`src/rtl/assert_macros.svh`:
```
// Assertion macros for the cosine nearest vector select RTL.
// Each macro expands to one labelled concurrent assertion reporting by $error.
`ifndef ASSERT_MACROS_SVH
`define ASSERT_MACROS_SVH

// Same-cycle implication, disabled during reset.
`define CNVS_ASSERT_IMP(name, clk, rst, ante, cons) \
   name: assert property (@(posedge clk) disable iff (rst) (ante) |-> (cons)) \
      else $error("cnvs assertion failed");

// Next-cycle implication, disabled during reset.
`define CNVS_ASSERT_NXT(name, clk, rst, ante, cons) \
   name: assert property (@(posedge clk) disable iff (rst) (ante) |=> (cons)) \
      else $error("cnvs assertion failed");

`endif

```
`src/rtl/cnvs_pkg.sv`:
```
// Shared types and constants for the cosine nearest vector select block.
// No dependencies.
`default_nettype none

package cnvs_pkg;

   // Default bound on compared candidates per set.
   localparam int MAX_CANDIDATES_DEFAULT = 256;

   // Largest positive Q1.15 similarity.
   localparam logic [15:0] SIM_MAX = 16'h7FFF;

   // One 3-D Q8.8 vector.
   typedef struct packed {
      logic signed [15:0] north;
      logic signed [15:0] east;
      logic signed [15:0] down;
   } vec_type;

   // One classified beat travelling from the front end to the back end.
   typedef struct packed {
      vec_type     cand;
      vec_type     refv;
      logic [7:0]  pos;
      logic        start;
      logic        cmp;
      logic        last;
   } entry_type;

   // Back-end sequencer states.
   typedef enum logic [6:0] {
      ST_IDLE = 7'b0000001,
      ST_PROD = 7'b0000010,
      ST_NORM = 7'b0000100,
      ST_SQRT = 7'b0001000,
      ST_DIV  = 7'b0010000,
      ST_UPDT = 7'b0100000,
      ST_EMIT = 7'b1000000
   } state_type;

endpackage

`default_nettype wire

```
`src/rtl/cnvs_queue.sv`:
```
// Two-entry queue decoupling the front end from the back end.
// Depends on cnvs_pkg.
`default_nettype none

module cnvs_queue (
   input  wire logic                 clock,
   input  wire logic                 reset,
   input  wire logic                 push,
   input  wire cnvs_pkg::entry_type  push_data,
   output logic                      full,
   input  wire logic                 pop,
   output logic                      valid,
   output cnvs_pkg::entry_type       pop_data
);

   cnvs_pkg::entry_type mem_ff [2];
   logic                wr_ptr_ff, wr_ptr_in;
   logic                rd_ptr_ff, rd_ptr_in;
   logic [1:0]          count_ff, count_in;

   assign full     = (count_ff == 2'd2);
   assign valid    = (count_ff != 2'd0);
   assign pop_data = mem_ff[rd_ptr_ff];

   // Pointer and occupancy update.
   always_comb begin
      wr_ptr_in = push ? !wr_ptr_ff : wr_ptr_ff;
      rd_ptr_in = pop ? !rd_ptr_ff : rd_ptr_ff;
      count_in  = count_ff;
      if (push && !pop) begin
         count_in = count_ff + 2'd1;
      end else if (pop && !push) begin
         count_in = count_ff - 2'd1;
      end
   end

   always_ff @(posedge clock) begin
      if (push) begin
         mem_ff[wr_ptr_ff] <= push_data;
      end
   end

   always_ff @(posedge clock) begin
      if (reset) begin
         wr_ptr_ff <= 1'b0;
         rd_ptr_ff <= 1'b0;
         count_ff  <= 2'd0;
      end else begin
         wr_ptr_ff <= wr_ptr_in;
         rd_ptr_ff <= rd_ptr_in;
         count_ff  <= count_in;
      end
   end

endmodule

`default_nettype wire

```
`config.mk`:
```
export PLATFORM = sky130hd
export DESIGN_NAME = cnvs_queue
export DESIGN_NICKNAME = d
export VERILOG_FILES = /design/src/rtl/assert_macros.svh /design/src/rtl/cnvs_pkg.sv /design/src/rtl/cnvs_queue.sv
export SDC_FILE = /design/constraint.sdc
export NUM_CORES = 1
export LEC_CHECK = 0
export ABC_AREA = 1
export BUFFER_PORTS_ARGS = -buffer_cell sky130_fd_sc_hd__buf_4
export CAP_MARGIN = 30
export CORE_UTILIZATION = 31
export DETAILED_ROUTE_END_ITERATION = 10
export HOLD_SLACK_MARGIN = 0.03
export REMOVE_ABC_BUFFERS = 1
export SLEW_MARGIN = 20
export SYNTH_ARGS = -nofsm -noshare
export SYNTH_HDL_FRONTEND = slang
export SYNTH_SLANG_ARGS = --single-unit
```
`constraint.sdc`:
```
create_clock -name clock -period 5.2 [get_ports clock]
set_input_delay 0.52 -clock clock [delete_from_list [all_inputs] [get_ports clock]]
set_output_delay 0.52 -clock clock [all_outputs]
set_load 0.02 [all_outputs]
```
==> summary.md <==
| Metric | Value |
|---|---|
| Status | `completed` |
| Crit path depth | `3` |
| Worst R2R Setup Slack | `3.42 ns` |
| Root buf cell | `clkbuf_16` |
| Post-CTS sizing | `0` |
| Max-slew violation count | `0` |
| Later-pin clock latency in the skew report | `about 0.50 ns` |
| Met1 WL | `6460 um` |
| Num CTS Buffers | `24` |
| Sequential share of the synthesized area | `approximately 81%` |
| Drt total wl | `15700 um` |
| TritonCTS clock tree | `yes` |
| WL met3 | `1250 um` |
| GPL Wtd Cong | `0.700` |
| H-tree levels | `1` |
| Max-cap violation count | `0` |
| Worst-margin pin slew | `0.801 ns` |
| First-pass DRT Iterations | `4` |
| Met2 Routed Length | `approximately 7600 um` |
| WP data arrival | `approximately 2.4 ns` |
| DIE AREA | `0.0267 mm2` |
| Antenna violation net count after detailed routing | `0` |
| Residual DRC | `0` |
| Critical-path cell list | `buf_4, mux2_2, buf_4` |
| Synth Register Bits | `219` |
| Global-route wire length before repair | `23300 um` |
| Pleak | `4.12 nW` |
| Clock Tree Buf Depth | `3` |
| Hold_buf cts | `0` |
| Largest net degree at the start of global routing | `74` |
| I/O Buffers | `between 200 and 250` |
| Cell count after synthesis | `366` |
| Fin. Hold Viols | `0` |
| Area growth, synth to finish | `34.9%` |
| # placed instances | `908` |
| Post-Place Setup Slack | `2.71 ns` |
| Die height | `163 um` |
| Total track usage | `11.4%` |
| Maximum clock rate | `between 300 and 400 MHz` |
| WS Path Type | `reg -> out` |
| Row cnt | `58` |
| Layout cells sized above 1 | `about three fifths` |
| Hold Worst Slack | `0.197 ns` |
| Core ar. | `0.0253 mm2` |
| Wire per inst | `16.5 um` |
| Crit Reg-Reg Endpoint | `mem_ff[1][46]$_DFFE_PP_` |
| Final Skew | `0.0154 ns` |
| Buf/Inv on CP | `2` |
| Vias per cell | `4.33` |
| Final Util | `42.9%` |
| Vias in the first global route | `4326` |
| Initial Utilization | `around a third` |
| Hold Path Class | `in -> reg` |
| Fin crit period | `2.94 ns` |
| Max stage delay on crit path | `0.75 ns` |
| Crit path to | `pop_data[12]` |
| Period utilisation layout | `56.5%` |
| Post-layout worst setup margin | `approximately 2.3 ns` |
| Crit Path Max Fanout | `42` |
| Number of DRC markers in iteration 0 | `between 150 and 200` |
| Final setup viols | `0` |
| Post-synthesis cell type count | `16` |
| Antenna violations before repair | `0` |
| Die X | `163 um` |
| Crit Reg-Reg Startpoint | `wr_ptr_ff$_SDFFE_PP0P_` |
| Hpwl dp | `between 10000 and 15000 um` |
| VDD IR max | `0.000206 V` |
| Slowest CP cell | `dfxtp_4` |
| # diodes | `0` |
| PwrDens | `slightly below 400 mW/mm2` |
| Top Family by Delay on Critical Path | `flip-flops` |
| RSZ-0062 raised after global routing | `no` |
| Non-Filler Instances | `951` |
| Critical Path RT | `4.68 ns` |
| Most frequent cell on the critical path | `buf_4` |
| Reg2reg path depth | `3` |
| Max-slew headroom | `46.6%` |
| Worst-path clk slew | `0.06 ns` |
| Crit start category | `register` |
| Setup total negative slack | `0 ns` |
| Cell area after synthesis | `0.00806 mm2` |
| Global-route congestion overflow total | `0` |
| Via count | `4120` |
| Max layer used | `met4` |
| Final #Nets | `717` |
| Synthesized area per cell | `22.0 um2` |
| Yosys warning count | `0` |
| Clk sinks | `219` |
| Ports | `220` |
| Endpoint class of the critical path | `output pin` |
| Setup Fix Bufs, Post-CTS | `0` |
==> cell usage after synthesis <==
cell type  number  area (um2)
dfxtp_1         5         100
a21oi_1         1        5.00
nor2_1          6        22.5
edfxtp_1      214        6430
mux2_4         30         450
nand2_1         6        22.5
xnor2_1         1        8.76
mux2_2         77         867
nand4_1         1        6.26
nor3_1          1        5.00
inv_1           9        33.8
o21ai_0         1        5.00
ha_1            1        12.5
buf_6           5        56.3
nand3_1         1        5.00
buf_2           7        35.0
==> final cells by class <==
cell class | count | area [um2]
flip-flops and latches | 219 | 6530
clock inverters | 13 | 138
repair buffers | 225 | 1700
clock buffers | 29 | 641
well taps | 330 | 413
multi-input cells | 126 | 1420
inverters | 9 | 36.3
fillers | 2254 | 14500
==> cells in the final DEF (no fill, tap or decap), drive strengths merged <==
master  Yosys  routed
mux2      107     107
inv         9       9
a21oi       1       1
nand2       6       6
bufinv      0       3
nor2        6       6
edfxtp    214     214
buf        12     225
nor3        1       1
nand3       1       1
ha          1       1
o21ai       1       1
dfxtp       5       5
clkinv      0      10
xnor2       1       1
nand4       1       1
clkbuf      0      29
==> state kept, by name, summed over array words and instances, names as in the netlist, named ones only <==
signal and cells:
mem_ff 214, count_ff 2, rd_ptr_ff 1, wr_ptr_ff 1
==> kinds of logic after synthesis <==
family,synth area share [%]
flops,81.0
mux,16.3
buf+inv,1.55
simple gates,0.760
compound gates,0.124
xor+xnor,0.109
fa+ha+maj,0.155
==> how the worst min path moves through the flow <==
stage | startpoint | to | slack [ns] | cells past startpoint
6_report | reset | register | 0.20 | 2
5_1_grt | push_data[105] | mem_ff[0][105]$_DFFE_PP_ | 0.17 | 1
4_1_cts | reset | register | 0.17 | 2
3_5_place_dp | rd_ptr_ff$_SDFFE_PP0P_ | register | 0.50 | 2
3_3_place_gp | rd_ptr_ff$_SDFFE_PP0P_ | rd_ptr_ff$_SDFFE_PP0P_ | 0.49 | 2
2_1_floorplan | rd_ptr_ff$_SDFFE_PP0P_ | register | 0.48 | 2
==> metrics by stage <==
step	power (mW)	instance area, um2
global route	4.43	10900
floorplan	2.43	7970
detailed placement	2.67	10100
global placement	2.66	10100
CTS	4.33	10900
finish	4.27	10900
==> report_power, final <==
group	internal [mW]	leakage, nW	switching (mW)
Combinational	0.268	1.69	0.275
Clock	1.02	0.383	0.630
Sequential	2.05	2.05	0.0335
==> routing by layer <==
layer / up-vias / global-route usage, %
met5: - / 0
met3: 26 / 3.68
met1: 2024 / 13.8
li1: 1914 / -
met2: 156 / 19.3
met4: 0 / 3.27
Note: power is estimated with default switching activity, not from simulation.
