File: src/rtl/assert_macros.svh
// Assertion macros for the cosine nearest vector select RTL.
// Each macro expands to one labelled concurrent assertion reporting by $error.
`ifndef ASSERT_MACROS_SVH
`define ASSERT_MACROS_SVH

// Same-cycle implication, disabled during reset.
`define CNVS_ASSERT_IMP(name, clk, rst, ante, cons) \
   name: assert property (@(posedge clk) disable iff (rst) (ante) |-> (cons)) \
      else $error("cnvs assertion failed");

// Next-cycle implication, disabled during reset.
`define CNVS_ASSERT_NXT(name, clk, rst, ante, cons) \
   name: assert property (@(posedge clk) disable iff (rst) (ante) |=> (cons)) \
      else $error("cnvs assertion failed");

`endif

File: src/rtl/cnvs_pkg.sv
// Shared types and constants for the cosine nearest vector select block.
// No dependencies.
`default_nettype none

package cnvs_pkg;

   // Default bound on compared candidates per set.
   localparam int MAX_CANDIDATES_DEFAULT = 256;

   // Largest positive Q1.15 similarity.
   localparam logic [15:0] SIM_MAX = 16'h7FFF;

   // One 3-D Q8.8 vector.
   typedef struct packed {
      logic signed [15:0] north;
      logic signed [15:0] east;
      logic signed [15:0] down;
   } vec_type;

   // One classified beat travelling from the front end to the back end.
   typedef struct packed {
      vec_type     cand;
      vec_type     refv;
      logic [7:0]  pos;
      logic        start;
      logic        cmp;
      logic        last;
   } entry_type;

   // Back-end sequencer states.
   typedef enum logic [6:0] {
      ST_IDLE = 7'b0000001,
      ST_PROD = 7'b0000010,
      ST_NORM = 7'b0000100,
      ST_SQRT = 7'b0001000,
      ST_DIV  = 7'b0010000,
      ST_UPDT = 7'b0100000,
      ST_EMIT = 7'b1000000
   } state_type;

endpackage

`default_nettype wire

File: src/rtl/cnvs_front.sv
// Front end: accepts input beats, latches the reference and classifies each
// candidate within its set. Depends on cnvs_pkg.
`default_nettype none

module cnvs_front #(
   parameter int MAX_CANDIDATES = cnvs_pkg::MAX_CANDIDATES_DEFAULT
) (
   input  wire logic               clock,
   input  wire logic               reset,
   input  wire logic               req_valid,
   output logic                    req_ready,
   input  wire logic signed [15:0] req_ref_north,
   input  wire logic signed [15:0] req_ref_east,
   input  wire logic signed [15:0] req_ref_down,
   input  wire logic signed [15:0] req_cand_north,
   input  wire logic signed [15:0] req_cand_east,
   input  wire logic signed [15:0] req_cand_down,
   input  wire logic               req_first,
   input  wire logic               req_last,
   input  wire logic               q_full,
   output logic                    q_push,
   output cnvs_pkg::entry_type     q_data
);

   localparam int CW = $clog2(MAX_CANDIDATES + 1);

   cnvs_pkg::vec_type refv_ff, refv_in;
   logic [CW-1:0]     cnt_ff, cnt_in;
   logic [CW-1:0]     eff;
   logic              cmp;

   assign req_ready = !q_full;
   assign q_push    = req_valid && !q_full;

   // Position of this beat within its set; a missing first restarts at zero.
   always_comb begin
      eff     = req_first ? '0 : cnt_ff;
      cmp     = eff < CW'(MAX_CANDIDATES);
      refv_in = refv_ff;
      cnt_in  = cnt_ff;
      if (q_push) begin
         if (req_first) begin
            refv_in.north = req_ref_north;
            refv_in.east  = req_ref_east;
            refv_in.down  = req_ref_down;
         end
         if (req_last) begin
            cnt_in = '0;
         end else if (cmp) begin
            cnt_in = eff + CW'(1);
         end else begin
            cnt_in = eff;
         end
      end
   end

   // Classified beat for the queue.
   always_comb begin
      q_data.cand.north = req_cand_north;
      q_data.cand.east  = req_cand_east;
      q_data.cand.down  = req_cand_down;
      q_data.refv       = req_first ? {req_ref_north, req_ref_east, req_ref_down} : refv_ff;
      q_data.pos        = 8'(eff);
      q_data.start      = (eff == '0);
      q_data.cmp        = cmp;
      q_data.last       = req_last;
   end

   always_ff @(posedge clock) begin
      if (reset) begin
         refv_ff <= '0;
         cnt_ff  <= '0;
      end else begin
         refv_ff <= refv_in;
         cnt_ff  <= cnt_in;
      end
   end

endmodule

`default_nettype wire

File: config.mk
export PLATFORM = sky130hd
export DESIGN_NAME = cnvs_front
export DESIGN_NICKNAME = d
export VERILOG_FILES = /design/src/rtl/assert_macros.svh /design/src/rtl/cnvs_pkg.sv /design/src/rtl/cnvs_front.sv
export SDC_FILE = /design/constraint.sdc
export NUM_CORES = 1
export LEC_CHECK = 0
export CAP_MARGIN = 10
export CORE_AREA = 2 2 83 85
export DETAILED_ROUTE_END_ITERATION = 6
export DIE_AREA = 0 0 85 87
export DONT_BUFFER_PORTS = 1
export MAX_ROUTING_LAYER = met4
export PLACE_DENSITY_LB_ADDON = 0.25
export SLEW_MARGIN = 25
export SYNTH_ARGS = -nofsm -noshare
export SYNTH_HDL_FRONTEND = slang
export SYNTH_SLANG_ARGS = --single-unit
File: constraint.sdc
create_clock -name clock -period 1.5 [get_ports clock]
set_input_delay 0.3 -clock clock [delete_from_list [all_inputs] [get_ports clock]]
set_output_delay 0.3 -clock clock [all_outputs]
set_load 0.005 [all_outputs]
==> results of run 1 <==
cell usage in the layout, fill, tap and decap left out, types with 2 or more instances in the layout:
master                     instances
sky130_fd_sc_hd__dfxtp_1          53
sky130_fd_sc_hd__nand3_1           2
sky130_fd_sc_hd__clkinv_2          3
sky130_fd_sc_hd__nand4_1           2
sky130_fd_sc_hd__nor3_1           50
sky130_fd_sc_hd__clkbuf_8         11
sky130_fd_sc_hd__a21oi_1           8
sky130_fd_sc_hd__clkbuf_1          2
sky130_fd_sc_hd__inv_1             4
sky130_fd_sc_hd__nor2b_4           3
sky130_fd_sc_hd__o21ai_0           6
sky130_fd_sc_hd__a31oi_1           3
sky130_fd_sc_hd__buf_4            11
sky130_fd_sc_hd__dfxtp_2           4
sky130_fd_sc_hd__mux2_2           48
sky130_fd_sc_hd__nand2_1           4
sky130_fd_sc_hd__and3_1            2
sky130_fd_sc_hd__nor2_1          101
sky130_fd_sc_hd__nor2b_1           6
metal layers:
metal | part of all wire (%) | vias to the layer above
li1 | - | 1137
met1 | 41 | 1087
met2 | 49 | 92
met3 | 7.5 | 31
met4 | 2.4 | 0
met5 | 0 | -
final cells by class:
| class | count | area, um^2 |
|---|---|---|
| clock buffer | 13 | 158.9 |
| clock inverter | 3 | 15.01 |
| fill | 643 | 3493 |
| inverter | 5 | 18.77 |
| multi-input combinational | 251 | 1543 |
| sequential | 57 | 1146 |
| tap | 80 | 100.1 |
| timing repair buffer | 12 | 93.84 |
registers in the layout, indices dropped and copies added, names as in the netlist:
| name | flops |
|---|---|
| cnt_ff | 9 |
| refv_ff | 48 |
through the flow:
step	setup WS, ps	instance area, um^2	hold WS [ps]	instances	total power [uW]
finish	-76.15	3075	44.54	421	3335
global route	-146.9	3075	18.52	421	3511
CTS	-78.59	3044	20.23	420	3378
detailed placement	-24.64	2843	382.9	405	2086
global placement	3.019	2843	380.7	405	2075
floorplan	-33.87	3136	444.6	388	2161
worst max path at each step:
stage               depth (start not counted)   endpoint  slack, ps
finish                                      2  q_data[2]        -80
global route                                2  q_data[2]       -150
CTS                                         2  q_data[2]        -80
detailed placement                          3  cnt_ff[5]        -20
global placement                            3  cnt_ff[5]          3
floorplan                                   4  cnt_ff[5]        -30
worst reg2reg max path, delay by kind of cell, from the launching register on:
family	cells	cell delay [ps]
simple gates	3	930
compound gates	1	130
flops	1	340
logic make-up (layout without fill, tap and decap cells):
logic type             after synthesis  count (layout)  synth area share [%]
AOI/OAI and AO/OA                   20              20                 3.558
buffers and inverters               80              33                 15.95
DFF                                 57              57                 36.45
muxes                               48              48                 17.27
and+or+nand+nor                    183             183                 26.78
timing repair:
item,4_1_cts,5_1_grt
gates resized for setup,11,4
setup buffers,0,1
setup endpoints to repair,1,2
pin swaps,3,2
power breakdown:
part	switching (uW)	internal, uW
Clock	600	682
Combinational	207	205
Sequential	40.4	1600
Total	847	2490
==> insert_results.sql, run 1 <==
INSERT INTO impl_metrics (metric_group, metric, value, unit) VALUES
('grt', 'top_usage_layer', 'met2', ''),
('pwr', 'power-per-cell-area', '1085', 'nW/um^2'),
('clocking', 'clk_latency', '330', 'ps'),
('run_status', 'violated_checks', 'negative setup slack', ''),
('critical_path', 'crit_chain', 'o41ai_4 -> and3_1', ''),
('final_layout', 'fin_nets', '438', ''),
('floorplan', 'num_io_pins', '211', ''),
('clocking', 'clock_slew_at_the_register_clock_pins_of_the_worst_setup_and_hold_paths', '70', 'ps'),
('logic_synthesis', 'synth.distinct_cells', '34', ''),
('timing', 'report.final.setup_viol', '1', ''),
('hold_path', 'min-delay-path-class', 'in -> reg', ''),
('logic_synthesis', 'synth_top_area_share', '36.45', '%'),
('grt', 'grt_util_all_layers', '18.18', '%'),
('critical_path', 'worst-endpoint-required', '1200', 'ps'),
('timing', 'final_max_slew_viol_count', '0', ''),
('grt', 'grt_start_max_net_pins', '61', ''),
('drt', 'dr_wl_cell', '16.28', 'um'),
('final_layout', 'finish.utilization', '46.82', '%'),
('clocking', 'cts_tree', 'done', ''),
('place', 'place_congestion', '0.8755', ''),
('pwr', 'vdd_ir_drop_max', '0.7225', 'mV'),
('hold_path', 'whs_path_depth', '1', ''),
('grt', 'number_of_global_route_vias_before_repair', '2053', ''),
('logic_synthesis', 'ys_seq_elements', '57', ''),
('drt', 'routed_wl', '6854', 'um'),
('critical_path', 'reg2reg_slack', '20', 'ps'),
('logic_synthesis', 'synth-main-ff-cell', 'sky130_fd_sc_hd__dfxtp_1', ''),
('final_layout', 'layout-drive-gt1-share', '26.10', '%'),
('grt', 'antenna_found_initial', '0', ''),
('logic_synthesis', 'cell_count_after_synthesis', '388', ''),
('timing', 'finalWorstSetupSlack', '-76.15', 'ps'),
('drt', 'post-route-drc-count', '0', ''),
('run_status', 'run_status', 'complete, but fails checks', ''),
('logic_synthesis', 'synth.yosys.warnings', '0', ''),
('logic_synthesis', 'ys_async_rst_share', '0', '%'),
('critical_path', 'worst_path_largest_cell_delay', '370', 'ps'),
('critical_path', 'r2r.worst_path.cells', '4', ''),
('grt', 'global_route.overflow_total', '0', ''),
('logic_synthesis', 'post_synth.cell_area_avg', '8.068', 'um^2'),
('grt', 'grt_util_met2', '27.41', '%'),
('hold_path', 'hold_path_startpoint', 'reset', ''),
('clocking', 'tritoncts.num_buffers', '9', ''),
('critical_path', 'wp_buf_inv', '0', ''),
('logic_synthesis', 'synth.cells.most_frequent', 'sky130_fd_sc_hd__nor2_1 (102), sky130_fd_sc_hd__dfxtp_1 (57), sky130_fd_sc_hd__buf_4 (50), sky130_fd_sc_hd__nor3_1 (50), sky130_fd_sc_hd__mux2_2 (48)', ''),
('hold_path', 'hold_crit_endpoint', 'refv_ff[32]', ''),
('logic_synthesis', 'post_synth_main_area_contributors', 'sky130_fd_sc_hd__dfxtp_1 (36%), sky130_fd_sc_hd__mux2_2 (17%), sky130_fd_sc_hd__nor2_1 (12%), sky130_fd_sc_hd__buf_4 (12%), sky130_fd_sc_hd__nor3_1 (8.0%)', ''),
('critical_path', 'crit_slowest_cell', 'sky130_fd_sc_hd__o41ai_4', ''),
('logic_synthesis', 'synth.largest_area_cell', 'sky130_fd_sc_hd__dfxtp_1', ''),
('logic_synthesis', 'ys_seq_area_share', '36.45', '%'),
('critical_path', 'critPathLaunchType', 'flip-flop', ''),
('floorplan', 'die-width', '85', 'um'),
('logic_synthesis', 'netlist_area', '3131', 'um^2'),
('clocking', 'tritoncts_num_sinks', '57', ''),
('critical_path', 'crit-reg2reg-capture', 'cnt_ff[5]', ''),
('timing', 'fmax', '634.5', 'MHz'),
('floorplan', 'core.rowCount', '30', ''),
('critical_path', 'critical_path.max_fanout', '5', ''),
('drt', 'routed-via-count', '2347', ''),
('final_layout', 'area_growth', '-1.759', '%'),
('place', 'port-buffer-count', '0', ''),
('run', 'cap_violations', '0', ''),
('critical_path', 'critical_path.startpoint', 'cnt_ff[5]', ''),
('pwr', 'static-leakage-power', '0.001180', 'uW'),
('drt', 'route.detailed.vias_per_inst', '5.575', ''),
('floorplan', 'initial_core_util', '47.66', '%'),
('timing', 'hold_violations', '0', ''),
('timing', 'fin_tns_setup', '-76.15', 'ps'),
('floorplan', 'core_area', '6569', 'um^2'),
('grt', 'grt_use_met3', '4.929', '%'),
('clocking', 'cts_htree_levels', '3', ''),
('logic_synthesis', 'synth.net_count', '490', '');
Note: power is estimated with default switching activity, not from simulation.
==> run 2: changes to the inputs <==
Settings changed: SKIP_CTS_REPAIR_TIMING from default to 1.
==> insert_results.sql, run 2 (same netlist as run 1, synthesis figures left out) <==
INSERT INTO impl_metrics (metric_group, metric, value, unit) VALUES
('timing', 'hold_violations', '0', ''),
('timing', 'transition_time_at_the_pin_with_the_least_slew_margin', '347.0', 'ps'),
('timing', 'worst_clock_skew', '8.305', 'ps'),
('place', 'hpwl', '4521', 'um'),
('clocking', 'cts-root-to-sink-buffers', '2', ''),
('drt', 'routed-via-count', '2355', ''),
('pwr', 'static-leakage-power', '0.001178', 'uW'),
('floorplan', 'num_io_pins', '211', ''),
('clocking', 'clock_slew_at_the_register_clock_pins_of_the_worst_setup_and_hold_paths', '70', 'ps'),
('critical_path', 'timing_worst_setup_path_type', 'reg -> out', ''),
('floorplan', 'initial_core_util', '47.66', '%'),
('final_layout', 'register_area', '1145', 'um^2'),
('grt', 'antenna_found_initial', '0', ''),
('final_layout', 'largest_registers', 'refv_ff x48, cnt_ff x9', ''),
('grt', 'grt_util_all_layers', '18.08', '%'),
('clocking', 'clk_latency', '330', 'ps'),
('place', 'placed_cells_incl_taps', '405', ''),
('timing', 'setup_repair_after_global_routing_missed_its_margin', 'yes', ''),
('final_layout', 'nFillCells', '647', ''),
('clocking', 'cts_tree', 'done', ''),
('timing', 'report.final.setup_viol', '1', ''),
('timing', 'final_max_slew_viol_count', '0', ''),
('drt', 'drtIter0Drc', '142', ''),
('drt', 'detail_route.first_pass.iterations', '4', ''),
('timing', 'fin_crit_sh', '107.3', '%'),
('clocking', 'cts_htree_levels', '3', ''),
('grt', 'grt_start_max_net_pins', '61', ''),
('drt', 'count_of_nets_left_with_antenna_violations_after_detail_routing', '0', ''),
('drt', 'post-route-drc-count', '0', ''),
('floorplan', 'die-width', '85', 'um'),
('grt', 'global_route.overflow_total', '0', ''),
('drt', 'dr_wl_cell', '16.22', 'um'),
('clocking', 'cts_root_buf', 'sky130_fd_sc_hd__clkbuf_8', ''),
('grt', 'wire_length_of_the_first_global_routing_pass', '10330', 'um'),
('grt', 'number_of_global_route_vias_before_repair', '2049', ''),
('pwr', 'power-per-cell-area', '1089', 'nW/um^2'),
('critical_path', 'worstPathArrival', '1310', 'ps'),
('pwr', 'p_total', '3331', 'uW'),
('final_layout', 'layout-drive-gt1-share', '25.15', '%'),
('drt', 'met1_length', '2890', 'um'),
('floorplan', 'core.rowCount', '30', ''),
('critical_path', 'worst_setup_path_end_kind', 'output port', ''),
('final_layout', 'area_growth', '-2.278', '%'),
('critical_path', 'critPathLaunchType', 'flip-flop', ''),
('drt', 'detail_route_met3_wl', '495', 'um'),
('final_layout', 'layoutNonFillerInstCount', '422', ''),
('pwr', 'vdd_ir_drop_max', '0.7253', 'mV'),
('final_layout', 'num_antenna_cells', '0', ''),
('critical_path', 'worst-endpoint-required', '1200', 'ps'),
('clocking', 'tritoncts_num_sinks', '57', ''),
('timing', 'finalWorstSetupSlack', '-109.7', 'ps'),
('final_layout', 'fin_nets', '439', ''),
('hold_path', 'min-delay-path-class', 'in -> reg', ''),
('place', 'port-buffer-count', '0', ''),
('floorplan', 'die_height', '87', 'um'),
('run_status', 'run_status', 'complete, but fails checks', ''),
('drt', 'route.detailed.vias_per_inst', '5.581', ''),
('floorplan', 'core_area', '6569', 'um^2'),
('final_layout', 'final_cell_mix', 'sky130_fd_sc_hd__nor2_1 (102), sky130_fd_sc_hd__dfxtp_1 (54), sky130_fd_sc_hd__nor3_1 (50), sky130_fd_sc_hd__mux2_2 (48), sky130_fd_sc_hd__buf_4 (12)', ''),
('drt', 'top_signal_layer_used', 'met4', ''),
('run', 'cap_violations', '0', ''),
('final_layout', 'largest_register_ffs', '48', ''),
('timing', 'fmax', '621.3', 'MHz'),
('critical_path', 'critical_path.max_fanout', '2', ''),
('timing', 'final_worst_path_period_need', '1610', 'ps'),
('final_layout', 'mostFrequentLayoutCell', 'sky130_fd_sc_hd__nor2_1', ''),
('final_layout', 'multiInputGateArea', '1520', 'um^2'),
('floorplan', 'design.die.area', '7395', 'um^2'),
('place', 'place_congestion', '0.8755', ''),
('timing', 'timing.max_slew.rel_slack', '76.87', '%'),
('run_status', 'violated_checks', 'negative setup slack', ''),
('drt', 'met2_wirelength', '3310', 'um'),
('clocking', 'tritoncts.num_buffers', '9', ''),
('final_layout', 'largest-register', 'refv_ff', ''),
('drt', 'routed_wl', '6844', 'um');
run 2: cell count changes in the layout (fill, tap and decap cells not counted), sizes merged:
cell / change
buf: +1
run 2: per-layer routing:
layer,track usage (%),vias to the layer above
met5,-,-
li1,-,1141
met4,9.380,0
met2,27.13,87
met1,22.27,1097
met3,4.929,30
run 2: where the power goes:
part / total (uW) / leakage, uW / switching [uW] / internal, uW
clock network: 1280 / 0.0000932 / 599 / 683
logic: 408 / 0.000615 / 207 / 202
registers: 1640 / 0.000470 / 40.1 / 1600
total: 3330 / 0.00118 / 846 / 2490
run 2: worst max-delay path, stage by stage (launching register included):
cell and delay (ps):
sky130_fd_sc_hd__dfxtp_2 320, sky130_fd_sc_hd__buf_6 110, sky130_fd_sc_hd__nor2b_4 120, sky130_fd_sc_hd__nor4_2 240, sky130_fd_sc_hd__and3_1 200
run 2: layout make-up:
cell class                 instances  share of cell area [%]
multi-input combinational        251                   49.69
timing repair buffer              13                   3.313
sequential                        57                   37.42
clock inverter                     3                  0.4908
clock buffer                      13                   5.194
inverter                           5                  0.6135
tap                               80                   3.272
run 2: final timing paths:
kind | depth (start not counted) | slack, ps | to | from
hold / removal | 1 | 50 | refv_ff[27] | reset
setup / recovery | 4 | -110 | q_data[2] | cnt_ff[1]
setup reg to reg | 4 | 90 | cnt_ff[5] | cnt_ff[0]
hold reg to reg | 2 | 480 | cnt_ff[7] | cnt_ff[7]
run 2: metrics by stage:
step                      cell area (um^2)  setup TNS [ps]  setup WS [ps]  util, %  hold WS, ps
final                                 3059          -109.7         -109.7    46.57        46.77
after global routing                  3059          -205.8         -205.8    46.57        16.54
after CTS                             3017          -198.8         -198.8    45.92        25.97
after detailed placement              2843          -24.64         -24.64    43.28        382.9
after global placement                2843               0          3.019    43.28        380.7
after floorplan                       3136          -59.57         -33.87        -        444.6
==> run 3: changes to the inputs <==
Settings changed: SETUP_SLACK_MARGIN from default to 0.3.
==> insert_results.sql, run 3 (same netlist as run 1, synthesis figures left out) <==
INSERT INTO impl_metrics (metric_group, metric, value, unit) VALUES
('run_status', 'run_status', 'complete, but fails checks', ''),
('run_status', 'violated_checks', 'negative setup slack', ''),
('clocking', 'cts_tree', 'done', ''),
('clocking', 'tritoncts.num_buffers', '9', ''),
('hold_path', 'whs_path_depth', '1', ''),
('pwr', 'power-per-cell-area', '1025', 'nW/um^2'),
('final_layout', 'mostFrequentLayoutCell', 'sky130_fd_sc_hd__nor2_1', ''),
('drt', 'detail_route.first_pass.iterations', '4', ''),
('critical_path', 'worst_setup_path_end_kind', 'output port', ''),
('pwr', 'power_frac_comb', '13.8', '%'),
('final_layout', 'layout-drive-gt1-share', '43.84', '%'),
('pwr', 'power.switching', '895.5', 'uW'),
('critical_path', 'timing_worst_setup_path_type', 'reg -> out', ''),
('timing', 'hold_slack', '32.08', 'ps'),
('drt', 'drtIter0Drc', '130', ''),
('floorplan', 'core.rowCount', '30', ''),
('final_layout', 'largest_register_ffs', '48', ''),
('drt', 'routed_wl', '7756', 'um'),
('final_layout', 'area_growth', '11.59', '%'),
('clocking', 'cts-root-to-sink-buffers', '2', ''),
('critical_path', 'crit_slowest_cell', 'sky130_fd_sc_hd__dfxtp_4', ''),
('critical_path', 'critPathLaunchType', 'flip-flop', ''),
('timing', 'timing.max_slew.rel_slack', '81.42', '%'),
('final_layout', 'fin_nets', '446', ''),
('final_layout', 'final_cell_mix', 'sky130_fd_sc_hd__nor2_1 (101), sky130_fd_sc_hd__nor3_1 (50), sky130_fd_sc_hd__dfxtp_2 (45), sky130_fd_sc_hd__mux2_4 (42), sky130_fd_sc_hd__buf_4 (12)', ''),
('critical_path', 'worstSetupPathDepth', '3', ''),
('final_layout', 'nFillCells', '590', ''),
('pwr', 'vdd_ir_drop_max', '0.4628', 'mV'),
('grt', 'number_of_global_route_vias_before_repair', '2276', ''),
('final_layout', 'num_antenna_cells', '0', ''),
('hold_path', 'min-delay-path-class', 'in -> reg', ''),
('timing', 'worst_clock_skew', '3.468', 'ps'),
('place', 'pre_cts_slack', '-34.87', 'ps'),
('floorplan', 'core_area', '6569', 'um^2'),
('drt', 'route.detailed.vias_per_inst', '5.676', ''),
('critical_path', 'worst-endpoint-required', '1200', 'ps'),
('pwr', 'internal-power', '2685', 'uW'),
('critical_path', 'crit_chain', 'nor2b_4 -> nor4_2 -> and3_1', ''),
('critical_path', 'path_delay_family', 'simple AND/OR/NAND/NOR gates', ''),
('final_layout', 'multiInputGateArea', '1774', 'um^2'),
('clocking', 'cts_htree_levels', '3', ''),
('pwr', 'power.sequential.fraction', '46.1', '%'),
('grt', 'antenna_found_initial', '0', ''),
('final_layout', 'largest-register', 'refv_ff', ''),
('pwr', 'static-leakage-power', '0.001410', 'uW'),
('critical_path', 'wp_buf_inv', '0', ''),
('floorplan', 'die-width', '85', 'um'),
('clocking', 'tritoncts_num_sinks', '57', ''),
('drt', 'count_of_nets_left_with_antenna_violations_after_detail_routing', '0', ''),
('drt', 'dr_wl_cell', '18.08', 'um'),
('timing', 'hold_violations', '0', ''),
('floorplan', 'design.die.area', '7395', 'um^2'),
('final_layout', 'largest_registers', 'refv_ff x48, cnt_ff x9', ''),
('critical_path', 'critical_path.max_fanout', '3', ''),
('pwr', 'swShare', '25.01', '%'),
('timing', 'final_max_slew_viol_count', '0', ''),
('grt', 'global_route.overflow_total', '0', ''),
('clocking', 'clk_latency', '330', 'ps'),
('timing', 'final_worst_path_period_need', '1563', 'ps'),
('critical_path', 'worst_path_largest_cell_delay', '340', 'ps'),
('place', 'hpwl', '4703', 'um'),
('drt', 'post-route-drc-count', '0', ''),
('critical_path', 'r2r.worst_path.cells', '6', ''),
('grt', 'grt_start_max_net_pins', '61', ''),
('timing', 'fin_crit_sh', '104.2', '%'),
('run', 'cap_violations', '0', ''),
('floorplan', 'num_io_pins', '211', ''),
('clocking', 'clock_slew_at_the_register_clock_pins_of_the_worst_setup_and_hold_paths', '70', 'ps'),
('critical_path', 'worstPathArrival', '1260', 'ps'),
('place', 'place_congestion', '0.8624', ''),
('pwr', 'p_total', '3580', 'uW'),
('final_layout', 'register_area', '1216', 'um^2'),
('timing', 'transition_time_at_the_pin_with_the_least_slew_margin', '278.6', 'ps'),
('drt', 'routed-via-count', '2435', ''),
('timing', 'report.final.setup_viol', '3', ''),
('place', 'port-buffer-count', '0', ''),
('grt', 'grt_util_all_layers', '19.48', '%'),
('pwr', 'clockPowerShare', '40.1', '%'),
('clocking', 'cts_root_buf', 'sky130_fd_sc_hd__clkbuf_8', ''),
('floorplan', 'initial_core_util', '47.66', '%'),
('grt', 'wire_length_of_the_first_global_routing_pass', '11050', 'um'),
('timing', 'fmax', '639.8', 'MHz'),
('timing', 'setup_repair_after_global_routing_missed_its_margin', 'yes', ''),
('floorplan', 'die_height', '87', 'um'),
('timing', 'finalWorstSetupSlack', '-63.05', 'ps');
run 3: changes by cell type in the layout (fill, tap and decap cells not counted), moves of 5 or more:
cell and delta:
sky130_fd_sc_hd__dfxtp_4 +5, sky130_fd_sc_hd__nor2b_1 -6, sky130_fd_sc_hd__dfxtp_2 +42, sky130_fd_sc_hd__buf_6 +5, sky130_fd_sc_hd__mux2_4 +42, sky130_fd_sc_hd__nor2b_4 +5, sky130_fd_sc_hd__dfxtp_1 -47, sky130_fd_sc_hd__mux2_2 -42
run 3: worst paths after layout:
path / from / to / slack [ps]
max reg2reg: cnt_ff[0] / cnt_ff[3] / -60
max: cnt_ff[0] / q_data[2] / -60
min reg2reg: refv_ff[38] / refv_ff[38] / 490
min: reset / refv_ff[42] / 30
run 3: stage by stage:
stage          util [%]  TNS (ps)  instances  area (um^2)
2_1_floorplan         -    -32.70        388         3167
4_1_cts           46.30    -213.4        421         3042
6_report          53.18    -133.7        429         3493
3_3_place_gp      43.31         0        405         2845
5_1_grt           53.18    -411.2        429         3493
3_5_place_dp      43.31    -34.87        405         2845
run 3: final cells by class:
cell class,instances,area share [%]
Timing Repair Buffer,20,5.372
Clock inverter,5,1.576
Tap cell,80,2.865
Multi-Input combinational cell,251,50.79
Clock buffer,11,4.047
Inverter,5,0.5372
Sequential cell,57,34.81
run 3: per-layer routing:
layer	track usage (%)	part of all wire (%)	up-vias
li1	-	-	1157
met1	22.05	41	1142
met2	29.55	49	105
met3	6.445	6.3	31
met4	12.55	3.8	0
met5	-	0	-
run 3: power by group through the flow:
stage	registers, uW	logic [uW]	clock network [uW]
5_1_grt	1660	549	1550
4_1_cts	1640	410	1490
6_report	1650	493	1430
3_3_place_gp	1670	402	0
2_1_floorplan	1660	507	0
3_5_place_dp	1680	409	0
